$ cat config.mk
export PLATFORM = sky130hd
export DESIGN_NAME = dtps_cfg
export DESIGN_NICKNAME = d
export VERILOG_FILES = /design/src/sv/dtps_pkg.sv /design/src/sv/dtps_cfg.sv
export SDC_FILE = /design/constraint.sdc
export NUM_CORES = 1
export LEC_CHECK = 0
export ABC_CLOCK_PERIOD_IN_PS = 1400
export BUFFER_PORTS_ARGS = -buffer_cell sky130_fd_sc_hd__buf_2
export CORE_MARGIN = 2
export CORE_UTILIZATION = 54
export DETAILED_ROUTE_END_ITERATION = 6
export PLACE_DENSITY = 0.85
export SLEW_MARGIN = 20
export SYNTH_ARGS = -nofsm -noshare
export SYNTH_HDL_FRONTEND = slang
export SYNTH_SLANG_ARGS = --single-unit
export TNS_END_PERCENT = 50
$ cat constraint.sdc
create_clock -name clk -period 1.4 [get_ports clk]
set_input_delay 0.28 -clock clk [delete_from_list [all_inputs] [get_ports clk]]
set_output_delay 0.28 -clock clk [all_outputs]
set_load 0.005 [all_outputs]
$ cat src/sv/dtps_pkg.sv
// dtps_pkg: shared types, geometry constants and codes for the depth-tested pixel store.
// No dependencies; imported by every module of the block.
package dtps_pkg;

    localparam int SCREEN_WIDTH  = 128;
    localparam int SCREEN_HEIGHT = 128;
    localparam int PIXEL_COUNT   = SCREEN_WIDTH * SCREEN_HEIGHT;
    localparam int ADDR_W        = (PIXEL_COUNT > 1) ? $clog2(PIXEL_COUNT) : 1;
    localparam int SCREEN_MAX    = (SCREEN_WIDTH > SCREEN_HEIGHT) ? SCREEN_WIDTH : SCREEN_HEIGHT;
    localparam int COORD_W       = (SCREEN_MAX > 1) ? $clog2(SCREEN_MAX) : 1;
    localparam int PROD_W        = 2 * COORD_W + 1;
    localparam int CFG_IDX_W     = 4;
    localparam int CFG_DATA_W    = 32;

    localparam logic [7:0] CLEAR_BASE  = 8'b1010_0000;
    localparam logic [4:0] OPAQUE_COLOR = 5'd31;

    typedef enum logic [1:0] {
        OP_WRITE = 2'd0,
        OP_READ  = 2'd1,
        OP_CLEAR = 2'd2,
        OP_NONE  = 2'd3
    } op_t;

    typedef enum logic [CFG_IDX_W-1:0] {
        CFG_CAMERA_X    = 4'd0,
        CFG_CAMERA_Y    = 4'd1,
        CFG_CLIP_LEFT   = 4'd2,
        CFG_CLIP_TOP    = 4'd3,
        CFG_CLIP_RIGHT  = 4'd4,
        CFG_CLIP_BOTTOM = 4'd5,
        CFG_DRAW_DEPTH  = 4'd6,
        CFG_TMASK       = 4'd7
    } cfg_idx_t;

    typedef enum logic [1:0] {
        ST_INIT,
        ST_IDLE,
        ST_ACCESS,
        ST_CLEAR
    } state_t;

    typedef struct packed {
        op_t                op;
        logic signed [15:0] x;
        logic signed [15:0] y;
        logic [4:0]         color;
    } item_t;

    typedef struct packed {
        logic [4:0] read_color;
        logic       written;
    } result_t;

    typedef struct packed {
        logic signed [15:0] camera_x;
        logic signed [15:0] camera_y;
        logic signed [15:0] clip_left;
        logic signed [15:0] clip_top;
        logic signed [15:0] clip_right;
        logic signed [15:0] clip_bottom;
        logic [2:0]         draw_depth;
        logic [31:0]        tmask;
    } cfg_t;

    typedef struct packed {
        logic              en;
        logic [ADDR_W-1:0] addr;
        logic [7:0]        data;
    } ram_wr_t;

endpackage

$ cat src/sv/dtps_cfg.sv
// dtps_cfg: configuration register file written through a valid/ready channel.
// Depends on dtps_pkg.
module dtps_cfg (
    input  logic                           clk,
    input  logic                           rst_n,
    input  logic                           cfg_valid,
    output logic                           cfg_ready,
    input  logic [dtps_pkg::CFG_IDX_W-1:0]  cfg_index,
    input  logic [dtps_pkg::CFG_DATA_W-1:0] cfg_data,
    output dtps_pkg::cfg_t                 cfg
);
    import dtps_pkg::*;

    cfg_t cfg_reg;
    cfg_t cfg_next;

    assign cfg_ready = 1'b1;
    assign cfg       = cfg_reg;

    always_comb
    begin
        cfg_next = cfg_reg;
        if (cfg_valid)
        begin
            unique case (cfg_idx_t'(cfg_index))
                CFG_CAMERA_X:    cfg_next.camera_x    = cfg_data[15:0];
                CFG_CAMERA_Y:    cfg_next.camera_y    = cfg_data[15:0];
                CFG_CLIP_LEFT:   cfg_next.clip_left   = cfg_data[15:0];
                CFG_CLIP_TOP:    cfg_next.clip_top    = cfg_data[15:0];
                CFG_CLIP_RIGHT:  cfg_next.clip_right  = cfg_data[15:0];
                CFG_CLIP_BOTTOM: cfg_next.clip_bottom = cfg_data[15:0];
                CFG_DRAW_DEPTH:  cfg_next.draw_depth  = cfg_data[2:0];
                CFG_TMASK:       cfg_next.tmask       = cfg_data[31:0];
                default:         cfg_next = cfg_reg;
            endcase
        end
    end

    always_ff @(posedge clk or negedge rst_n)
    begin
        if (!rst_n)
        begin
            cfg_reg.camera_x    <= '0;
            cfg_reg.camera_y    <= '0;
            cfg_reg.clip_left   <= '0;
            cfg_reg.clip_top    <= '0;
            cfg_reg.clip_right  <= 16'(SCREEN_WIDTH);
            cfg_reg.clip_bottom <= 16'(SCREEN_HEIGHT);
            cfg_reg.draw_depth  <= '0;
            cfg_reg.tmask       <= 32'd1;
        end
        else
        begin
            cfg_reg <= cfg_next;
        end
    end

endmodule

==> impl_metrics.json <==
{
  "routedWlPerCell_um": 19.0,
  "peakVddDrop_uv": 1220,
  "dr.pass1.iters": 4,
  "synth.net_count": 327,
  "grt_pass1_vias": 3520,
  "multi_input_area_mm2": 0.00161,
  "leakage_nw": 3.49,
  "outcome": "finished with violations",
  "grt_util_all_layers": 0.249,
  "vias": 3282,
  "grt_max_degree": 38,
  "cts_tree": "yes",
  "critPathMaxStageDelay_ps": 530,
  "worst-path-buf-inv": 1,
  "hold_class": "input pin to flip-flop",
  "cp_slowest_cell": "dfstp_2",
  "root_buffer": "clkbuf_8",
  "diodes": 0,
  "ant_nets": 0,
  "grt_pass1_wl_um": 18700,
  "gp_routability_congestion": 0.750,
  "period_minus_slack_ps": 1420,
  "drv_cap": 0,
  "area_growth_pct": 39.8,
  "dp_hpwl_um": 8070,
  "avgSynthCellArea_um2": 17.3,
  "drive_above_1_share": 0.711,
  "startpoint": "cfg[42]",
  "yosysSeqAreaShare": 0.659,
  "place_area_mm2": 0.00615,
  "dp_slack_ps": -135,
  "cp-end-kind": "output port",
  "drtIter0Drc": 62,
  "numCtsBuffers": 17,
  "ff_latch_area_mm2": 0.00328,
  "synth.cell_area_mm2": 0.00498,
  "fin_util": 0.765,
  "clk_path_buf_depth": 2,
  "critical_path.max_fanout": 2,
  "final_cell_mix": "buf_2, mux2_2, dfrtp_1",
  "fmax_mhz": 704,
  "critPathTopFamily": "flip-flops",
  "clock_latency_ps": 500,
  "fin_skew_ps": 0,
  "cts-htree-levels": 4,
  "cp_data_required_time_ps": 1120,
  "rsz0062_at_grt": "true",
  "final_common_cell": "buf_2",
  "routed_wirelength_um": 11800,
  "synth.area.top_cells": "dfrtp_1, mux2_2, dfstp_2, nand3b_4, nor3b_4",
  "slew_viol_final": 0,
  "r2r-start": "cfg[36]",
  "synth_compound_area_frac": 0,
  "path_class": "flip-flop to output port",
  "synth_cell_types": 18,
  "synth_top_family_by_area": "multiplexers",
  "worstHoldStart": "cfg_data[23]",
  "worstPathArrival_ps": 1140,
  "yosys.area.top_type_share": 0.643,
  "fin_ws_ps": -19.9,
  "synthSimpleGateAreaFrac": 0.0256,
  "nFillCells": 579,
  "finalCritPeriodShare": 1.01,
  "synth_mux_area_frac": 0.296,
  "fin_tns_setup_ps": -32.5,
  "dieArea_mm2": 0.0100,
  "finalHoldViolations": 0,
  "ios": 171,
  "violations": "setup timing",
  "core_area_mm2": 0.00911,
  "initial_core_util": 0.547,
  "syn_inst": 288,
  "layout.nets": 539,
  "die_h_um": 100,
  "ys_seq_elements": 131,
  "overflow": 0,
  "rows": 35,
  "start_kind": "flip-flop",
  "antenna_found_initial": 0,
  "clock-sinks": 131,
  "drc": 0,
  "synth-adder-area-share": 0,
  "synth_xor_area_frac": 0,
  "port_buffers": 169,
  "largest_reg_flops": 131,
  "path_cells": "buf_2",
  "yosysTopAreaCell": "dfrtp_1",
  "final-setup-viol-count": 2,
  "yosysWarnings": 0,
  "power_density_mw_per_mm2": 1770,
  "whs_ps": 17.0,
  "dieWidth_um": 100,
  "final_area_mm2": 0.00697,
  "viasPerCell": 5.27,
  "clk_pin_slew_ps": 60
}
==> path summary, 6_finish.rpt <==
check,endpoint,slack [ps],depth (start not counted)
max in group asynchronous,cfg[55],550,3
setup / recovery,cfg[42],-20,1
setup reg to reg,cfg[36],570,1
hold reg to reg,cfg[1],500,1
hold / removal,cfg[23],20,2
min in group asynchronous,cfg[93],260,2
==> per-stage QoR <==
step | total power [mW] | std cells
2_1_floorplan | 6.06 | 288
3_3_place_gp | 7.24 | 577
3_5_place_dp | 7.39 | 577
4_1_cts | 12.4 | 622
5_1_grt | 12.9 | 623
6_report | 12.3 | 623
==> where the power goes <==
part           switching [mW]  internal (mW)
clock                    1.61           3.30
sequential              0.480           4.69
combinational           0.884           1.34
==> routing by layer <==
metal,vias up,part of all wire,GRT usage
met5,-,0,0
met2,143,0.49,0.404
li1,1453,-,-
met1,1674,0.43,0.323
met3,12,0.072,0.0850
met4,0,0.0095,0.0717
==> layout make-up <==
type                            count  share of cell area
Sequential cell                   131               0.471
Multi-Input combinational cell    144               0.232
Timing Repair Buffer              206               0.183
Clock buffer                       19              0.0619
Clock inverter                     12              0.0329
Tap cell                          111              0.0199
==> Yosys cell counts <==
cell	number
buf_2	6
buf_4	3
buf_6	2
nand2b_1	1
conb_1	1
nor2_1	2
buf_8	1
nor3b_1	1
dfrtp_1	128
and3_2	1
nand2_2	1
clkbuf_2	1
dfstp_2	3
mux2_2	131
nand3b_4	2
nand2_1	1
nor3b_4	2
nand3b_2	1
==> cells by family after synthesis <==
group | Yosys count
buffers and inverters | 13
muxes | 131
other | 1
and+or+nand+nor | 12
DFF | 131
==> timing repair <==
item | CTS | global route
setup endpoints to repair | 3 | 3
buffers inserted | 0 | 1
hold endpoints to repair | 35 | 0
pin swaps | 0 | 0
gates resized for setup | 0 | 2
hold buffers | 14 | 0
Note: power is estimated with default switching activity, not from simulation.
