[src/sv/dtps_pkg.sv]
// dtps_pkg: shared types, geometry constants and codes for the depth-tested pixel store.
// No dependencies; imported by every module of the block.
package dtps_pkg;

    localparam int SCREEN_WIDTH  = 128;
    localparam int SCREEN_HEIGHT = 128;
    localparam int PIXEL_COUNT   = SCREEN_WIDTH * SCREEN_HEIGHT;
    localparam int ADDR_W        = (PIXEL_COUNT > 1) ? $clog2(PIXEL_COUNT) : 1;
    localparam int SCREEN_MAX    = (SCREEN_WIDTH > SCREEN_HEIGHT) ? SCREEN_WIDTH : SCREEN_HEIGHT;
    localparam int COORD_W       = (SCREEN_MAX > 1) ? $clog2(SCREEN_MAX) : 1;
    localparam int PROD_W        = 2 * COORD_W + 1;
    localparam int CFG_IDX_W     = 4;
    localparam int CFG_DATA_W    = 32;

    localparam logic [7:0] CLEAR_BASE  = 8'b1010_0000;
    localparam logic [4:0] OPAQUE_COLOR = 5'd31;

    typedef enum logic [1:0] {
        OP_WRITE = 2'd0,
        OP_READ  = 2'd1,
        OP_CLEAR = 2'd2,
        OP_NONE  = 2'd3
    } op_t;

    typedef enum logic [CFG_IDX_W-1:0] {
        CFG_CAMERA_X    = 4'd0,
        CFG_CAMERA_Y    = 4'd1,
        CFG_CLIP_LEFT   = 4'd2,
        CFG_CLIP_TOP    = 4'd3,
        CFG_CLIP_RIGHT  = 4'd4,
        CFG_CLIP_BOTTOM = 4'd5,
        CFG_DRAW_DEPTH  = 4'd6,
        CFG_TMASK       = 4'd7
    } cfg_idx_t;

    typedef enum logic [1:0] {
        ST_INIT,
        ST_IDLE,
        ST_ACCESS,
        ST_CLEAR
    } state_t;

    typedef struct packed {
        op_t                op;
        logic signed [15:0] x;
        logic signed [15:0] y;
        logic [4:0]         color;
    } item_t;

    typedef struct packed {
        logic [4:0] read_color;
        logic       written;
    } result_t;

    typedef struct packed {
        logic signed [15:0] camera_x;
        logic signed [15:0] camera_y;
        logic signed [15:0] clip_left;
        logic signed [15:0] clip_top;
        logic signed [15:0] clip_right;
        logic signed [15:0] clip_bottom;
        logic [2:0]         draw_depth;
        logic [31:0]        tmask;
    } cfg_t;

    typedef struct packed {
        logic              en;
        logic [ADDR_W-1:0] addr;
        logic [7:0]        data;
    } ram_wr_t;

endpackage

[src/sv/dtps_ctrl.sv]
// dtps_ctrl: command sequencer; bounds checks, depth test read-modify-write and clear sweep.
// Depends on dtps_pkg; drives dtps_ram.
module dtps_ctrl (
    input  logic                        clk,
    input  logic                        rst_n,
    input  logic                        start,
    output logic                        busy,
    input  dtps_pkg::item_t             item,
    input  dtps_pkg::cfg_t              cfg,
    output logic                        done,
    output dtps_pkg::result_t           result,
    output dtps_pkg::ram_wr_t           wr,
    output logic                        rd_en,
    output logic [dtps_pkg::ADDR_W-1:0] rd_addr,
    input  logic [7:0]                  rd_data
);
    import dtps_pkg::*;

    localparam logic [ADDR_W-1:0] LAST_ADDR = ADDR_W'(PIXEL_COUNT - 1);

    state_t             state_reg, state_next;
    logic [ADDR_W-1:0]  cnt_reg, cnt_next;
    logic [7:0]         fill_reg;
    op_t                op_reg;
    logic [4:0]         color_reg;
    logic               hit_reg;
    logic [ADDR_W-1:0]  addr_reg;
    logic               done_reg, done_next;
    result_t            result_reg, result_next;

    logic               accept;
    logic               last;
    logic signed [16:0] sx, sy, rx, ry;
    logic               w_hit, r_hit;
    logic [ADDR_W-1:0]  w_addr, r_addr;
    logic [PROD_W-1:0]  w_prod, r_prod;
    logic [2:0]         old_depth;
    logic               depth_ok;
    logic               transp;
    logic [7:0]         new_pix;

    function automatic logic on_screen(logic signed [16:0] px, logic signed [16:0] py);
        return (px >= 17'sd0) && (px < $signed(17'(SCREEN_WIDTH)))
            && (py >= 17'sd0) && (py < $signed(17'(SCREEN_HEIGHT)));
    endfunction

    function automatic logic [ADDR_W-1:0] pix_addr(logic signed [16:0] px,
                                                   logic signed [16:0] py);
        logic [PROD_W-1:0] p;
        p = PROD_W'(py[COORD_W-1:0]) * PROD_W'(SCREEN_WIDTH) + PROD_W'(px[COORD_W-1:0]);
        return p[ADDR_W-1:0];
    endfunction

    assign accept = start && (state_reg == ST_IDLE);
    assign busy   = (state_reg != ST_IDLE);
    assign last   = (cnt_reg == LAST_ADDR);

    assign sx = 17'(item.x) - 17'(cfg.camera_x);
    assign sy = 17'(item.y) - 17'(cfg.camera_y);
    assign rx = 17'(item.x);
    assign ry = 17'(item.y);

    assign w_hit = on_screen(sx, sy)
                && (sx >= 17'(cfg.clip_left)) && (sx < 17'(cfg.clip_right))
                && (sy >= 17'(cfg.clip_top))  && (sy < 17'(cfg.clip_bottom));
    assign r_hit = on_screen(rx, ry);
    assign w_prod = '0;
    assign r_prod = w_prod;
    assign w_addr = pix_addr(sx, sy);
    assign r_addr = pix_addr(rx, ry) | r_prod[ADDR_W-1:0];

    assign rd_en   = accept;
    assign rd_addr = (item.op == OP_WRITE) ? w_addr : r_addr;

    assign old_depth = rd_data[7:5];
    assign depth_ok  = old_depth[2] || (old_depth <= cfg.draw_depth);
    assign transp    = (color_reg != OPAQUE_COLOR) && cfg.tmask[color_reg];
    // transparent flag shares bit 5 with the depth field
    assign new_pix   = {cfg.draw_depth, 5'b0} | {2'b0, transp, 5'b0} | {3'b0, color_reg};

    always_comb
    begin
        state_next = state_reg;
        unique case (state_reg)
            ST_INIT:   if (last) state_next = ST_IDLE;
            ST_IDLE:
            begin
                if (accept)
                begin
                    state_next = (item.op == OP_CLEAR) ? ST_CLEAR : ST_ACCESS;
                end
            end
            ST_ACCESS: state_next = ST_IDLE;
            ST_CLEAR:  if (last) state_next = ST_IDLE;
            default:   state_next = ST_INIT;
        endcase
    end

    always_comb
    begin
        wr          = '0;
        done_next   = 1'b0;
        result_next = '0;
        cnt_next    = cnt_reg;
        unique case (state_reg)
            ST_INIT, ST_CLEAR:
            begin
                wr.en     = 1'b1;
                wr.addr   = cnt_reg;
                wr.data   = fill_reg;
                cnt_next  = last ? '0 : cnt_reg + 1'b1;
                done_next = last && (state_reg == ST_CLEAR);
            end
            ST_ACCESS:
            begin
                wr.en     = (op_reg == OP_WRITE) && hit_reg && depth_ok;
                wr.addr   = addr_reg;
                wr.data   = new_pix;
                done_next = 1'b1;
                result_next.written    = wr.en;
                result_next.read_color = ((op_reg == OP_READ) && hit_reg) ? rd_data[4:0] : 5'd0;
            end
            default:
            begin
                wr = '0;
            end
        endcase
    end

    always_ff @(posedge clk or negedge rst_n)
    begin
        if (!rst_n)
        begin
            state_reg  <= ST_INIT;
            cnt_reg    <= '0;
            fill_reg   <= '0;
            done_reg   <= 1'b0;
            result_reg <= '0;
        end
        else
        begin
            state_reg  <= state_next;
            cnt_reg    <= cnt_next;
            done_reg   <= done_next;
            result_reg <= result_next;
            if (accept && (item.op == OP_CLEAR))
            begin
                fill_reg <= CLEAR_BASE | {3'b0, item.color};
            end
        end
    end

    always_ff @(posedge clk)
    begin
        if (accept)
        begin
            op_reg    <= item.op;
            color_reg <= item.color;
            hit_reg   <= (item.op == OP_WRITE) ? w_hit : r_hit;
            addr_reg  <= rd_addr;
        end
    end

    assign done   = done_reg;
    assign result = result_reg;

endmodule

[config.mk]
export PLATFORM = sky130hd
export DESIGN_NAME = dtps_ctrl
export DESIGN_NICKNAME = d
export VERILOG_FILES = /design/src/sv/dtps_pkg.sv /design/src/sv/dtps_ctrl.sv
export SDC_FILE = /design/constraint.sdc
export NUM_CORES = 1
export LEC_CHECK = 0
export BUFFER_PORTS_ARGS = -buffer_cell sky130_fd_sc_hd__clkbuf_2
export CAP_MARGIN = 0
export CELL_PAD_IN_SITES_DETAIL_PLACEMENT = 1
export CELL_PAD_IN_SITES_GLOBAL_PLACEMENT = 1
export CORE_MARGIN = 8
export CORE_UTILIZATION = 37
export DETAILED_ROUTE_END_ITERATION = 8
export GPL_TIMING_DRIVEN = 0
export PLACE_DENSITY_LB_ADDON = 0.05
export SLEW_MARGIN = 15
export SYNTH_ARGS = -nofsm -noshare
export SYNTH_HDL_FRONTEND = slang
export SYNTH_SLANG_ARGS = --single-unit
[constraint.sdc]
create_clock -name clk -period 3.7 [get_ports clk]
set_input_delay 0.74 -clock clk [delete_from_list [all_inputs] [get_ports clk]]
set_output_delay 0.74 -clock clk [all_outputs]
set_load 0.01 [all_outputs]
==> impl_summary.log, run 1 <==
INFO  metric synth_edf_count = 22
INFO  metric synthesis.yosys.warnings = 0
INFO  metric clk_latency = 300 ps
INFO  metric postRouteAntennaNets = 0
INFO  metric tritoncts = yes
INFO  metric areaGrowthSynthToFinish = 31.13%
INFO  metric post_synth_main_area_contributors = ha_1 (20%), dfrtp_1 (12%), edfxtp_1 (11%), inv_1 (6.9%), nor2_1 (4.0%)
INFO  metric slew_headroom = 49.17%
INFO  metric ff2ff_path_depth = 7
INFO  metric post_route_cells_drive_above_1_share = 33.58%
INFO  metric critical_path.max_fanout = 3
INFO  metric multi_input_comb_area = 4472 sq um
INFO  metric grt_max_degree = 30
INFO  metric rsz0062_at_grt = true
INFO  metric grt.total_usage = 20.91%
INFO  metric globalRoute.totalOverflow = 0
INFO  metric final-instance-count-excl-fill = 1186
INFO  metric drv_slew = 0
INFO  metric cts_max_level = 2
INFO  metric core = 16350 sq um
INFO  metric synth_seq_cells = 51
INFO  metric avgRoutedWirePerCell = roughly 19 microns
INFO  metric post-route-period-util = 134.0%
INFO  metric detail_route.wirelength = ~22 mm
INFO  metric via_to_cell_ratio = 5.351
INFO  metric ff_latch_area = 1386 sq um
INFO  metric drt-pass1-iter-count = 4
INFO  metric synthesis.nets = 1002
INFO  metric worst_ep_arrival_time = 5060 ps
INFO  metric tritoncts.num_buffers = 5
INFO  metric worstHoldPathType = reg2reg
INFO  metric via_count_of_the_first_global_routing_pass = between 6000 and 7000
INFO  metric postLayoutSetupSlackWorst = -1256 ps
INFO  metric fillCellCount = 2095
INFO  metric cellPowerDensity = 414.8 nW/um^2
INFO  metric netlist_area_before_placement = between 6000 and 7000 sq um
INFO  metric layout.cell_area.non_filler = 8021 sq um
INFO  metric status = finished with violations
INFO  metric ys_types = 72
INFO  metric synthesis.area_per_instance = 8.496 sq um
INFO  metric synthDominantAreaCellType = ha_1
INFO  metric grt_pass1_wl = 34.49 mm
INFO  metric netlist.area_leader.share = 20.25%
INFO  metric final_hold_violation_count = 0
INFO  metric worst_setup_hold_path_clk_slew = roughly 70 ps
INFO  metric nets = 1246
INFO  metric rows = 47
INFO  metric vertical_die_dimension = 144.6 microns
INFO  metric design.portCount = roughly 230
INFO  metric fp.dieArea = approximately 21000 sq um
INFO  metric power.ir.vdd_worst = about 0.00024 V
INFO  metric most_used_standard_cell_by_instance_count_after_synthesis = inv_1
INFO  metric synth.yosys.seq_area_share = 22.66%
INFO  metric minimum_clock_period_after_layout = a little under 5000 ps
INFO  metric critPathLaunchType = input port
INFO  metric root_cell_of_the_clock_tree = clkbuf_16
INFO  metric io_buffer_count = 225
INFO  metric maximum_buffer_depth_of_the_clock_tree = 2
INFO  metric post_synth_inst_count = slightly above 700
INFO  metric starting_drt_drc_count = 179
INFO  metric synth_top_flop_cell = dfrtp_1
INFO  metric dp.final_hpwl = 18.93 mm
INFO  metric floorplan.die.width = 144.6 microns
INFO  metric holdPathStages = 1
INFO  metric maxCapViolations = 0
INFO  metric worst_setup_path_end_kind = flip-flop
INFO  metric power.leakage = around 4.1 nW
INFO  metric crit_required = 3810 ps
INFO  metric max_slew.worst_pin.slew = 762.5 ps
INFO  metric initial_core_util = 37.42%
INFO  metric failed_checks = negative setup slack
INFO  metric drc_errors = 0
INFO  metric setup.worst_path.class = in2reg
INFO  metric power_consumption = between 0.003 and 0.004 W
INFO  metric netlist_top_cells_count = inv_1 (113), ha_1 (99), nor2_1 (66)
INFO  metric cts.sinks = 51
INFO  metric fmaxAchievable = 201.8 MHz
INFO  metric finalClockSkew = 6.189 ps
INFO  metric final_core_utilization = 49.07%
INFO  metric grt_antenna_before_repair = 1
INFO  metric setup_viol = 1
INFO  metric asyncSetResetFlopFracSynth = 56.86%
INFO  metric dp_cells = 1165
INFO  metric gpl.final_weighted_congestion = 0.8709
INFO  metric vias = 6346
INFO  metric dpl-instance-area = 7531 sq um
==> worst max-delay path: stages <==
cell and delay [ps]:
clkbuf_8 120, inv_2 60, ha_4 130, inv_2 40, fa_2 420, a21oi_4 200, o22ai_4 110, a211oi_4 250
buf_6 150, xor2_4 160, nor3b_2 170, o21ai_1 90, or4_4 510, nor4_4 270, ha_2 230, o2111ai_2 90
a211o_1 240, or4_4 420, nor3_2 180, o2111ai_2 140, o31ai_4 330
==> cells in the final DEF, fill, tap and decap left out, types with 12 or more instances in the layout <==
master    instances
buf_4            13
a21o_1           14
o21ai_0          28
edfxtp_1         22
nor3_1           13
dfrtp_1          29
nor2_1           65
inv_1           109
nand3_1          18
ha_1             95
nand2_1          33
xor2_1           12
clkbuf_2        224
xnor2_1          13
a22oi_1          18
mux2_2           17
a21oi_1          33
==> through the flow <==
step / setup WS (ps) / hold WS [ps] / TNS (ps)
finish: -1256 / 447.6 / -1256
floorplan: -870.0 / 414.1 / -870.0
global route: -1429 / 489.0 / -1429
CTS: -1181 / 445.1 / -1181
global placement: -2036 / 425.7 / -2036
detailed placement: -2168 / 438.4 / -2168
==> kinds of logic (layout without fill, tap and decap cells) <==
kind of cell	count (synthesis)	count (layout)	share of synthesized area [%]
fa+ha+maj	101	101	20.90
other cells	0	1	0
simple gates	207	207	17.24
flops	51	51	22.66
buf+inv	129	374	7.936
compound gates	174	174	20.17
mux	29	29	6.934
xor+xnor	29	29	4.152
==> final cells by class <==
| cell class | instances | share of cell area [%] |
|---|---|---|
| Tap cell | 220 | 3.432 |
| Buffer | 14 | 0.6707 |
| Clock buffer | 5 | 1.560 |
| Multi-Input combinational cell | 540 | 55.75 |
| Timing Repair Buffer | 239 | 15.50 |
| Sequential cell | 51 | 17.28 |
| Inverter | 113 | 5.288 |
| Antenna cell | 1 | 0.03120 |
| Clock inverter | 3 | 0.4835 |
==> metal layers <==
| layer | track usage (%) | wire, microns |
|---|---|---|
| met5 | 0 | 0 |
| met4 | 7.174 | 588 |
| met3 | 2.740 | 970 |
| met2 | 38.13 | 11400 |
| met1 | 24.59 | 9043 |
==> repair_timing <==
item,4_1_cts,5_1_grt
endpoints found under the setup margin,1,2
gates resized for setup,43,3
pin swaps,27,5
hold buffers,0,0
setup buffers,13,1
hold endpoints to repair,0,0
==> power by group <==
group	total (W)	switching (W)	internal (W)
clock network	0.000515	0.000200	0.000315
logic	0.00197	0.00116	0.000807
registers	0.000847	0.000105	0.000741
==> worst paths after layout <==
| check | startpoint | endpoint | slack [ps] |
|---|---|---|---|
| max in group asynchronous | rst_n | result[4] | 2700 |
| min in group asynchronous | rst_n | fill_reg[3] | 500 |
| hold / removal | op_reg[0] | result[0] | 450 |
| hold reg to reg | op_reg[0] | result[0] | 450 |
| setup / recovery | item[21] | hit_reg | -1260 |
| setup reg to reg | cnt_reg[0] | state_reg[1] | 1140 |
No activity file was read; power rests on OpenSTA's default activity.
==> inputs of run 2 (changes only) <==
BUFFER_PORTS_ARGS = default   (was -buffer_cell sky130_fd_sc_hd__clkbuf_2)
CORE_UTILIZATION = 48   (was 37)
DONT_BUFFER_PORTS = 1   (was default)
==> impl_summary.log, run 2 (same netlist as run 1, synthesis figures left out) <==
INFO  metric final-instance-count-excl-fill = 916 (-23%)
INFO  metric fmaxAchievable = 203.0 MHz (+0.63%)
INFO  metric ff2ff_path_depth = 7 (unchanged)
INFO  metric crit_chain = inv_1, ha_1, a21oi_2, o21ai_1, a31oi_2, o21ai_2, o21a_1, nor2_2, o211ai_1, o21ai_2, ha_4, and4_4, nand4_1, o2111ai_2, a221o_1, a211o_1, or4_4, nor3_4, o2111ai_2, o31ai_4
INFO  metric power.leakage = 3.188 nW (-22%)
INFO  metric final_hold_violation_count = 0 (unchanged)
INFO  metric clk_latency = 290 ps (about the same)
INFO  metric reg2reg_from = cnt_reg[0]
INFO  metric reg_to_reg_critical_path_endpoint = state_reg[1]
INFO  metric core = 12520 sq um (-23%)
INFO  metric ff_latch_area = 1386 sq um (unchanged)
INFO  metric worst_setup_path_end_kind = flip-flop
INFO  metric gpl.final_weighted_congestion = 0.8771 (+0.71%)
INFO  metric diodes = 0 (-1)
INFO  metric worstHoldPathType = in2async
INFO  metric dp.final_hpwl = 16.76 mm (-11%)
INFO  metric dp_cells = 892 (-23%)
INFO  metric cts_max_level = 2 (unchanged)
INFO  metric cellPowerDensity = 455.7 nW/um^2 (+9.9%)
INFO  metric vertical_die_dimension = 128.9 microns (-11%)
INFO  metric multi_input_comb_area = 4503 sq um (+0.70%)
INFO  metric fillCellCount = 1522 (-27%)
INFO  metric postLayoutSetupSlackWorst = -1226 ps (+30.82 ps)
INFO  metric layout_common_cells = inv_1 (111), ha_1 (93), nor2_1 (64), nand2_1 (33), a21oi_1 (32)
INFO  metric io_buffer_count = 0 (-100%)
INFO  metric timing.critical_path.max_delay_family = compound AO/OA/AOI/OAI gates
INFO  metric crit_path_max_incr_delay = 450 ps (-60 ps)
INFO  metric max_slew.worst_pin.slew = 681.6 ps (-80.94 ps)
INFO  metric tritoncts.num_buffers = 5 (unchanged)
INFO  metric avgRoutedWirePerCell = 22.32 microns (+20%)
INFO  metric floorplan.die.width = 128.9 microns (-11%)
INFO  metric ff2ff_setup_slack = 1060 ps (-80 ps)
INFO  metric grt.total_usage = 23.62% (+2.7 points)
INFO  metric via_count_of_the_first_global_routing_pass = 6209 (-11%)
INFO  metric postRouteAntennaNets = 0 (unchanged)
INFO  metric setup_viol = 1 (unchanged)
INFO  metric timing.critical_path.buf_inv = 1 (-3)
INFO  metric minimum_clock_period_after_layout = 4926 ps (-30.82 ps)
INFO  metric failed_checks = negative setup slack
INFO  metric crit_path_top_delay_cell = or4_4
INFO  metric post-route-period-util = 133.1% (-0.83 points)
INFO  metric dpl-instance-area = 6345 sq um (-16%)
INFO  metric grt_pass1_wl = 31.37 mm (-9.1%)
INFO  metric post_route_cells_drive_above_1_share = 14.65% (-19 points)
INFO  metric grt_antenna_before_repair = 0 (-1)
INFO  metric worst_ep_arrival_time = 5030 ps (-30 ps)
INFO  metric slew_headroom = 54.08% (+4.9 points)
INFO  metric drv_slew = 0 (unchanged)
INFO  metric root_cell_of_the_clock_tree = clkbuf_16
INFO  metric final_common_cell = inv_1
INFO  metric via_to_cell_ratio = 6.104 (+14%)
INFO  metric cts.sinks = 51 (unchanged)
INFO  metric tritoncts = yes
INFO  metric areaGrowthSynthToFinish = 12.62%
INFO  metric worst_setup_hold_path_clk_slew = 70 ps (about the same)
INFO  metric critical_path.max_fanout = 7 (+4)
INFO  metric vias = 5591 (-12%)
INFO  metric starting_drt_drc_count = 146 (-18%)
INFO  metric nets = 1025 (-18%)
INFO  metric pre_cts_ws = -1894 ps (+273.9 ps)
INFO  metric grt_max_degree = 30 (unchanged)
INFO  metric power.ir.vdd_worst = 0.0002139 V (-10%)
INFO  metric critPathLaunchType = input port
INFO  metric design.portCount = 227 (unchanged)
INFO  metric final_core_utilization = 55.04% (+6.0 points)
INFO  metric rsz0062_at_grt = true
INFO  metric layout.cell_area.non_filler = 6889 sq um (-14%)
INFO  metric hold_buffer_count_at_cts = 0 (unchanged)
INFO  metric drt-pass1-iter-count = 5 (+1)
INFO  metric setup.worst_path.class = in2reg
INFO  metric finalClockSkew = 6.637 ps (+0.4471 ps)
INFO  metric crit_required = 3810 ps (about the same)
INFO  metric status = finished with violations
INFO  metric maxCapViolations = 0 (unchanged)
INFO  metric maximum_buffer_depth_of_the_clock_tree = 2 (unchanged)
INFO  metric globalRoute.totalOverflow = 0 (unchanged)
INFO  metric detail_route.wirelength = 20.45 mm (-7.1%)
INFO  metric rows = 41 (-13%)
INFO  metric fp.dieArea = 16610 sq um (-21%)
INFO  metric drc_errors = 0 (unchanged)
INFO  metric initial_core_util = 48.87% (+11 points)
run 2: cell types whose count changed in the layout (fill, tap and decap cells not counted), sizes merged:
cell / before / now
clkbuf: 241 / 18
clkinv: 2 / 1
buf: 17 / 20
diode: 1 / 0
run 2: power breakdown:
group | total [W] | internal (W) | switching (W)
registers | 0.000850 | 0.000742 | 0.000108
logic | 0.00175 | 0.000665 | 0.00109
clock network | 0.000536 | 0.000336 | 0.000200
run 2: metrics by stage:
step / total power [W] / TNS (ps) / hold slack (ps)
2_1_floorplan: 0.002040 / -870.0 / 414.1
3_3_place_gp: 0.002400 / -1809 / 432.4
3_5_place_dp: 0.002490 / -1894 / 445.4
4_1_cts: 0.003090 / -1143 / 127.7
5_1_grt: 0.003374 / -1367 / 125.0
6_report: 0.003140 / -1226 / 135.8
run 2: worst max-delay path by stage:
stage / start / depth (start not counted) / slack (ps) / to
6_report: cfg[107] / 20 / -1230 / hit_reg
5_1_grt: item[5] / 22 / -1370 / hit_reg
4_1_cts: item[5] / 18 / -1140 / hit_reg
3_5_place_dp: item[21] / 21 / -1890 / hit_reg
3_3_place_gp: item[21] / 21 / -1810 / hit_reg
2_1_floorplan: item[5] / 22 / -870 / hit_reg
run 2: timing repair:
item                       in CTS  in global routing
setup endpoints to repair       1                  2
gates resized for setup        24                 26
pin swaps                      13                 27
setup buffers                   6                 11
cloned                          0                  0
run 2: cell type report:
type / instances / share of cell area [%]
Buffer: 15 / 0.8536
Tap cell: 172 / 3.124
Multi-Input combinational cell: 540 / 65.37
Clock buffer: 6 / 2.016
Sequential cell: 51 / 20.12
Clock inverter: 2 / 0.5085
Inverter: 113 / 6.157
Timing Repair Buffer: 17 / 1.853
run 2: layer usage:
layer | part of all wire, % | GRT usage (%) | routed length (microns)
met5 | 0 | 0 | 0
met4 | 2.2 | 8.362 | 451
met3 | 6.7 | 5.958 | 1372
met2 | 53 | 43.26 | 10840
met1 | 38 | 25.77 | 7784
==> inputs of run 3 (changes only) <==
PLACE_DENSITY = 0.93   (was default)
PLACE_DENSITY_LB_ADDON = default   (was 0.05)
==> impl_summary.log, run 3 (same netlist as run 1, synthesis figures left out) <==
INFO  metric floorplan.die.width = 128.9 microns (unchanged)
INFO  metric fp.dieArea = 16610 sq um (unchanged)
INFO  metric vertical_die_dimension = 128.9 microns (unchanged)
INFO  metric worstHoldPathType = in2async
INFO  metric detail_route.wirelength = 21.33 mm (+4.3%)
INFO  metric io_buffer_count = 0 (unchanged)
INFO  metric postLayoutSetupSlackWorst = -1314 ps (-88.53 ps)
INFO  metric diodes = 0 (unchanged)
INFO  metric fmaxAchievable = 199.4 MHz (-1.8%)
INFO  metric core = 12520 sq um (unchanged)
INFO  metric power_consumption = 0.003076 W (-2.0%)
INFO  metric postRouteAntennaNets = 0 (unchanged)
INFO  metric design.portCount = 227 (unchanged)
INFO  metric worst_setup_hold_path_clk_slew = 60 ps (about the same)
INFO  metric final_common_cell = inv_1
INFO  metric power.ir.vdd_worst = 0.0002126 V (-0.62%)
INFO  metric worst_setup_path_end_kind = flip-flop
INFO  metric root_cell_of_the_clock_tree = clkbuf_16
INFO  metric finalClockSkew = 2.781 ps (-3.855 ps)
INFO  metric layout_common_cells = inv_1 (108), ha_1 (94), nor2_1 (65), a21oi_1 (33), nand2_1 (33)
INFO  metric setup.worst_path.class = in2reg
INFO  metric minimum_clock_period_after_layout = 5014 ps (+88.53 ps)
INFO  metric final-instance-count-excl-fill = 910 (-0.66%)
INFO  metric tritoncts.num_buffers = 5 (unchanged)
INFO  metric vias = 5704 (+2.0%)
INFO  metric dp_cells = 892 (unchanged)
INFO  metric timing.critical_path.from = item[5]
INFO  metric critical_path.max_fanout = 3 (-4)
INFO  metric cellPowerDensity = 451.5 nW/um^2 (-0.92%)
INFO  metric status = finished with violations
INFO  metric grt_max_degree = 30 (unchanged)
INFO  metric drt-pass1-iter-count = 5 (unchanged)
INFO  metric failed_checks = negative setup slack
INFO  metric gpl.final_weighted_congestion = 0.9291 (+5.9%)
INFO  metric max_slew.worst_pin.slew = 720.6 ps (+39.06 ps)
INFO  metric cts_max_level = 2 (unchanged)
INFO  metric grt_antenna_before_repair = 0 (unchanged)
INFO  metric setup_viol = 1 (unchanged)
INFO  metric areaGrowthSynthToFinish = 11.35%
INFO  metric power.leakage = 3.146 nW (-1.3%)
INFO  metric rows = 41 (unchanged)
INFO  metric initial_core_util = 48.87% (unchanged)
INFO  metric clk_latency = 290 ps (about the same)
INFO  metric starting_drt_drc_count = 315 (+120%)
INFO  metric worst_ep_arrival_time = 5120 ps (+90 ps)
INFO  metric drv_slew = 0 (unchanged)
INFO  metric dp.final_hpwl = 17.85 mm (+6.5%)
INFO  metric cts.sinks = 51 (unchanged)
INFO  metric via_to_cell_ratio = 6.268 (+2.7%)
INFO  metric grt_pass1_wl = 32.28 mm (+2.9%)
INFO  metric reg2reg_from = cnt_reg[0]
INFO  metric drc_errors = 0 (unchanged)
INFO  metric post_route_cells_drive_above_1_share = 13.28% (-1.4 points)
INFO  metric via_count_of_the_first_global_routing_pass = 6221 (+0.19%)
INFO  metric crit_required = 3810 ps (about the same)
INFO  metric post-route-period-util = 135.5% (+2.4 points)
INFO  metric maxCapViolations = 0 (unchanged)
INFO  metric hold_buffer_count_at_cts = 0 (unchanged)
INFO  metric grt.total_usage = 24.44% (+0.82 points)
INFO  metric critPathLaunchType = input port
INFO  metric slew_headroom = 51.45% (-2.6 points)
INFO  metric ff2ff_path_depth = 7 (unchanged)
INFO  metric rsz0062_at_grt = true
INFO  metric avgRoutedWirePerCell = 23.44 microns (+5.0%)
INFO  metric tritoncts = yes
INFO  metric final_hold_violation_count = 0 (unchanged)
INFO  metric nets = 1019 (-0.59%)
INFO  metric maximum_buffer_depth_of_the_clock_tree = 2 (unchanged)
INFO  metric globalRoute.totalOverflow = 0 (unchanged)
run 3: layout make-up:
class,count,area [sq um]
well taps,172,215.2
inverters,113,452.9
multi-input cells,540,4462
plain buffers,14,53.80
flip-flops and latches,51,1386
clock inverters,1,5.005
clock buffers,7,142.6
repair buffers,12,93.84
fillers,1506,5705
run 3: through the flow:
| step | hold WS (ps) | worst slack (ps) | utilization [%] | setup TNS [ps] | area (sq um) |
|---|---|---|---|---|---|
| 2_1_floorplan | 414.1 | -870.0 | - | -870.0 | 6130 |
| 3_3_place_gp | 428.2 | -1865 | 50.69 | -1865 | 6345 |
| 3_5_place_dp | 445.5 | -1992 | 50.69 | -1992 | 6345 |
| 4_1_cts | 135.2 | -1142 | 52.79 | -1142 | 6608 |
| 5_1_grt | 125.1 | -1456 | 54.42 | -1456 | 6812 |
| 6_report | 137.6 | -1314 | 54.42 | -1314 | 6812 |
run 3: final timing paths:
kind	to	slack, ps
hold reg to reg	result[0]	470
max in group asynchronous	fill_reg[4]	3480
min in group clk	result[0]	470
hold / removal	cnt_reg[10]	140
setup reg to reg	state_reg[1]	1040
setup / recovery	hit_reg	-1310
run 3: layer usage:
layer | share of wire, % | GRT usage (%)
met1 | 38 | 25.45
met3 | 8.4 | 7.613
met2 | 51 | 45.87
met4 | 2.8 | 7.118
met5 | 0 | 0
run 3: power breakdown:
group	switching [W]	total, W	internal, W
Combinational	0.00110	0.00176	0.000654
Clock	0.000194	0.000463	0.000268
Sequential	0.000114	0.000857	0.000742
run 3: repair_timing:
action | 4_1_cts | 5_1_grt
gates resized for setup | 22 | 26
setup buffers | 3 | 9
pin swaps | 6 | 23
cloned | 0 | 0
setup endpoints to repair | 1 | 2
run 3: worst max-delay path: stages:
cell and delay (ps):
clkinv_16 30, ha_4 130, inv_4 30, fa_2 410, a21oi_4 210, o2111ai_4 170, a21oi_2 190, o21ai_2 80
buf_4 150, nor3_2 350, ha_1 320, and2_0 200, a221o_1 300, a221o_1 320, a211o_1 310, or4_4 500
nor3_4 190, o2111ai_2 140, o31ai_4 330
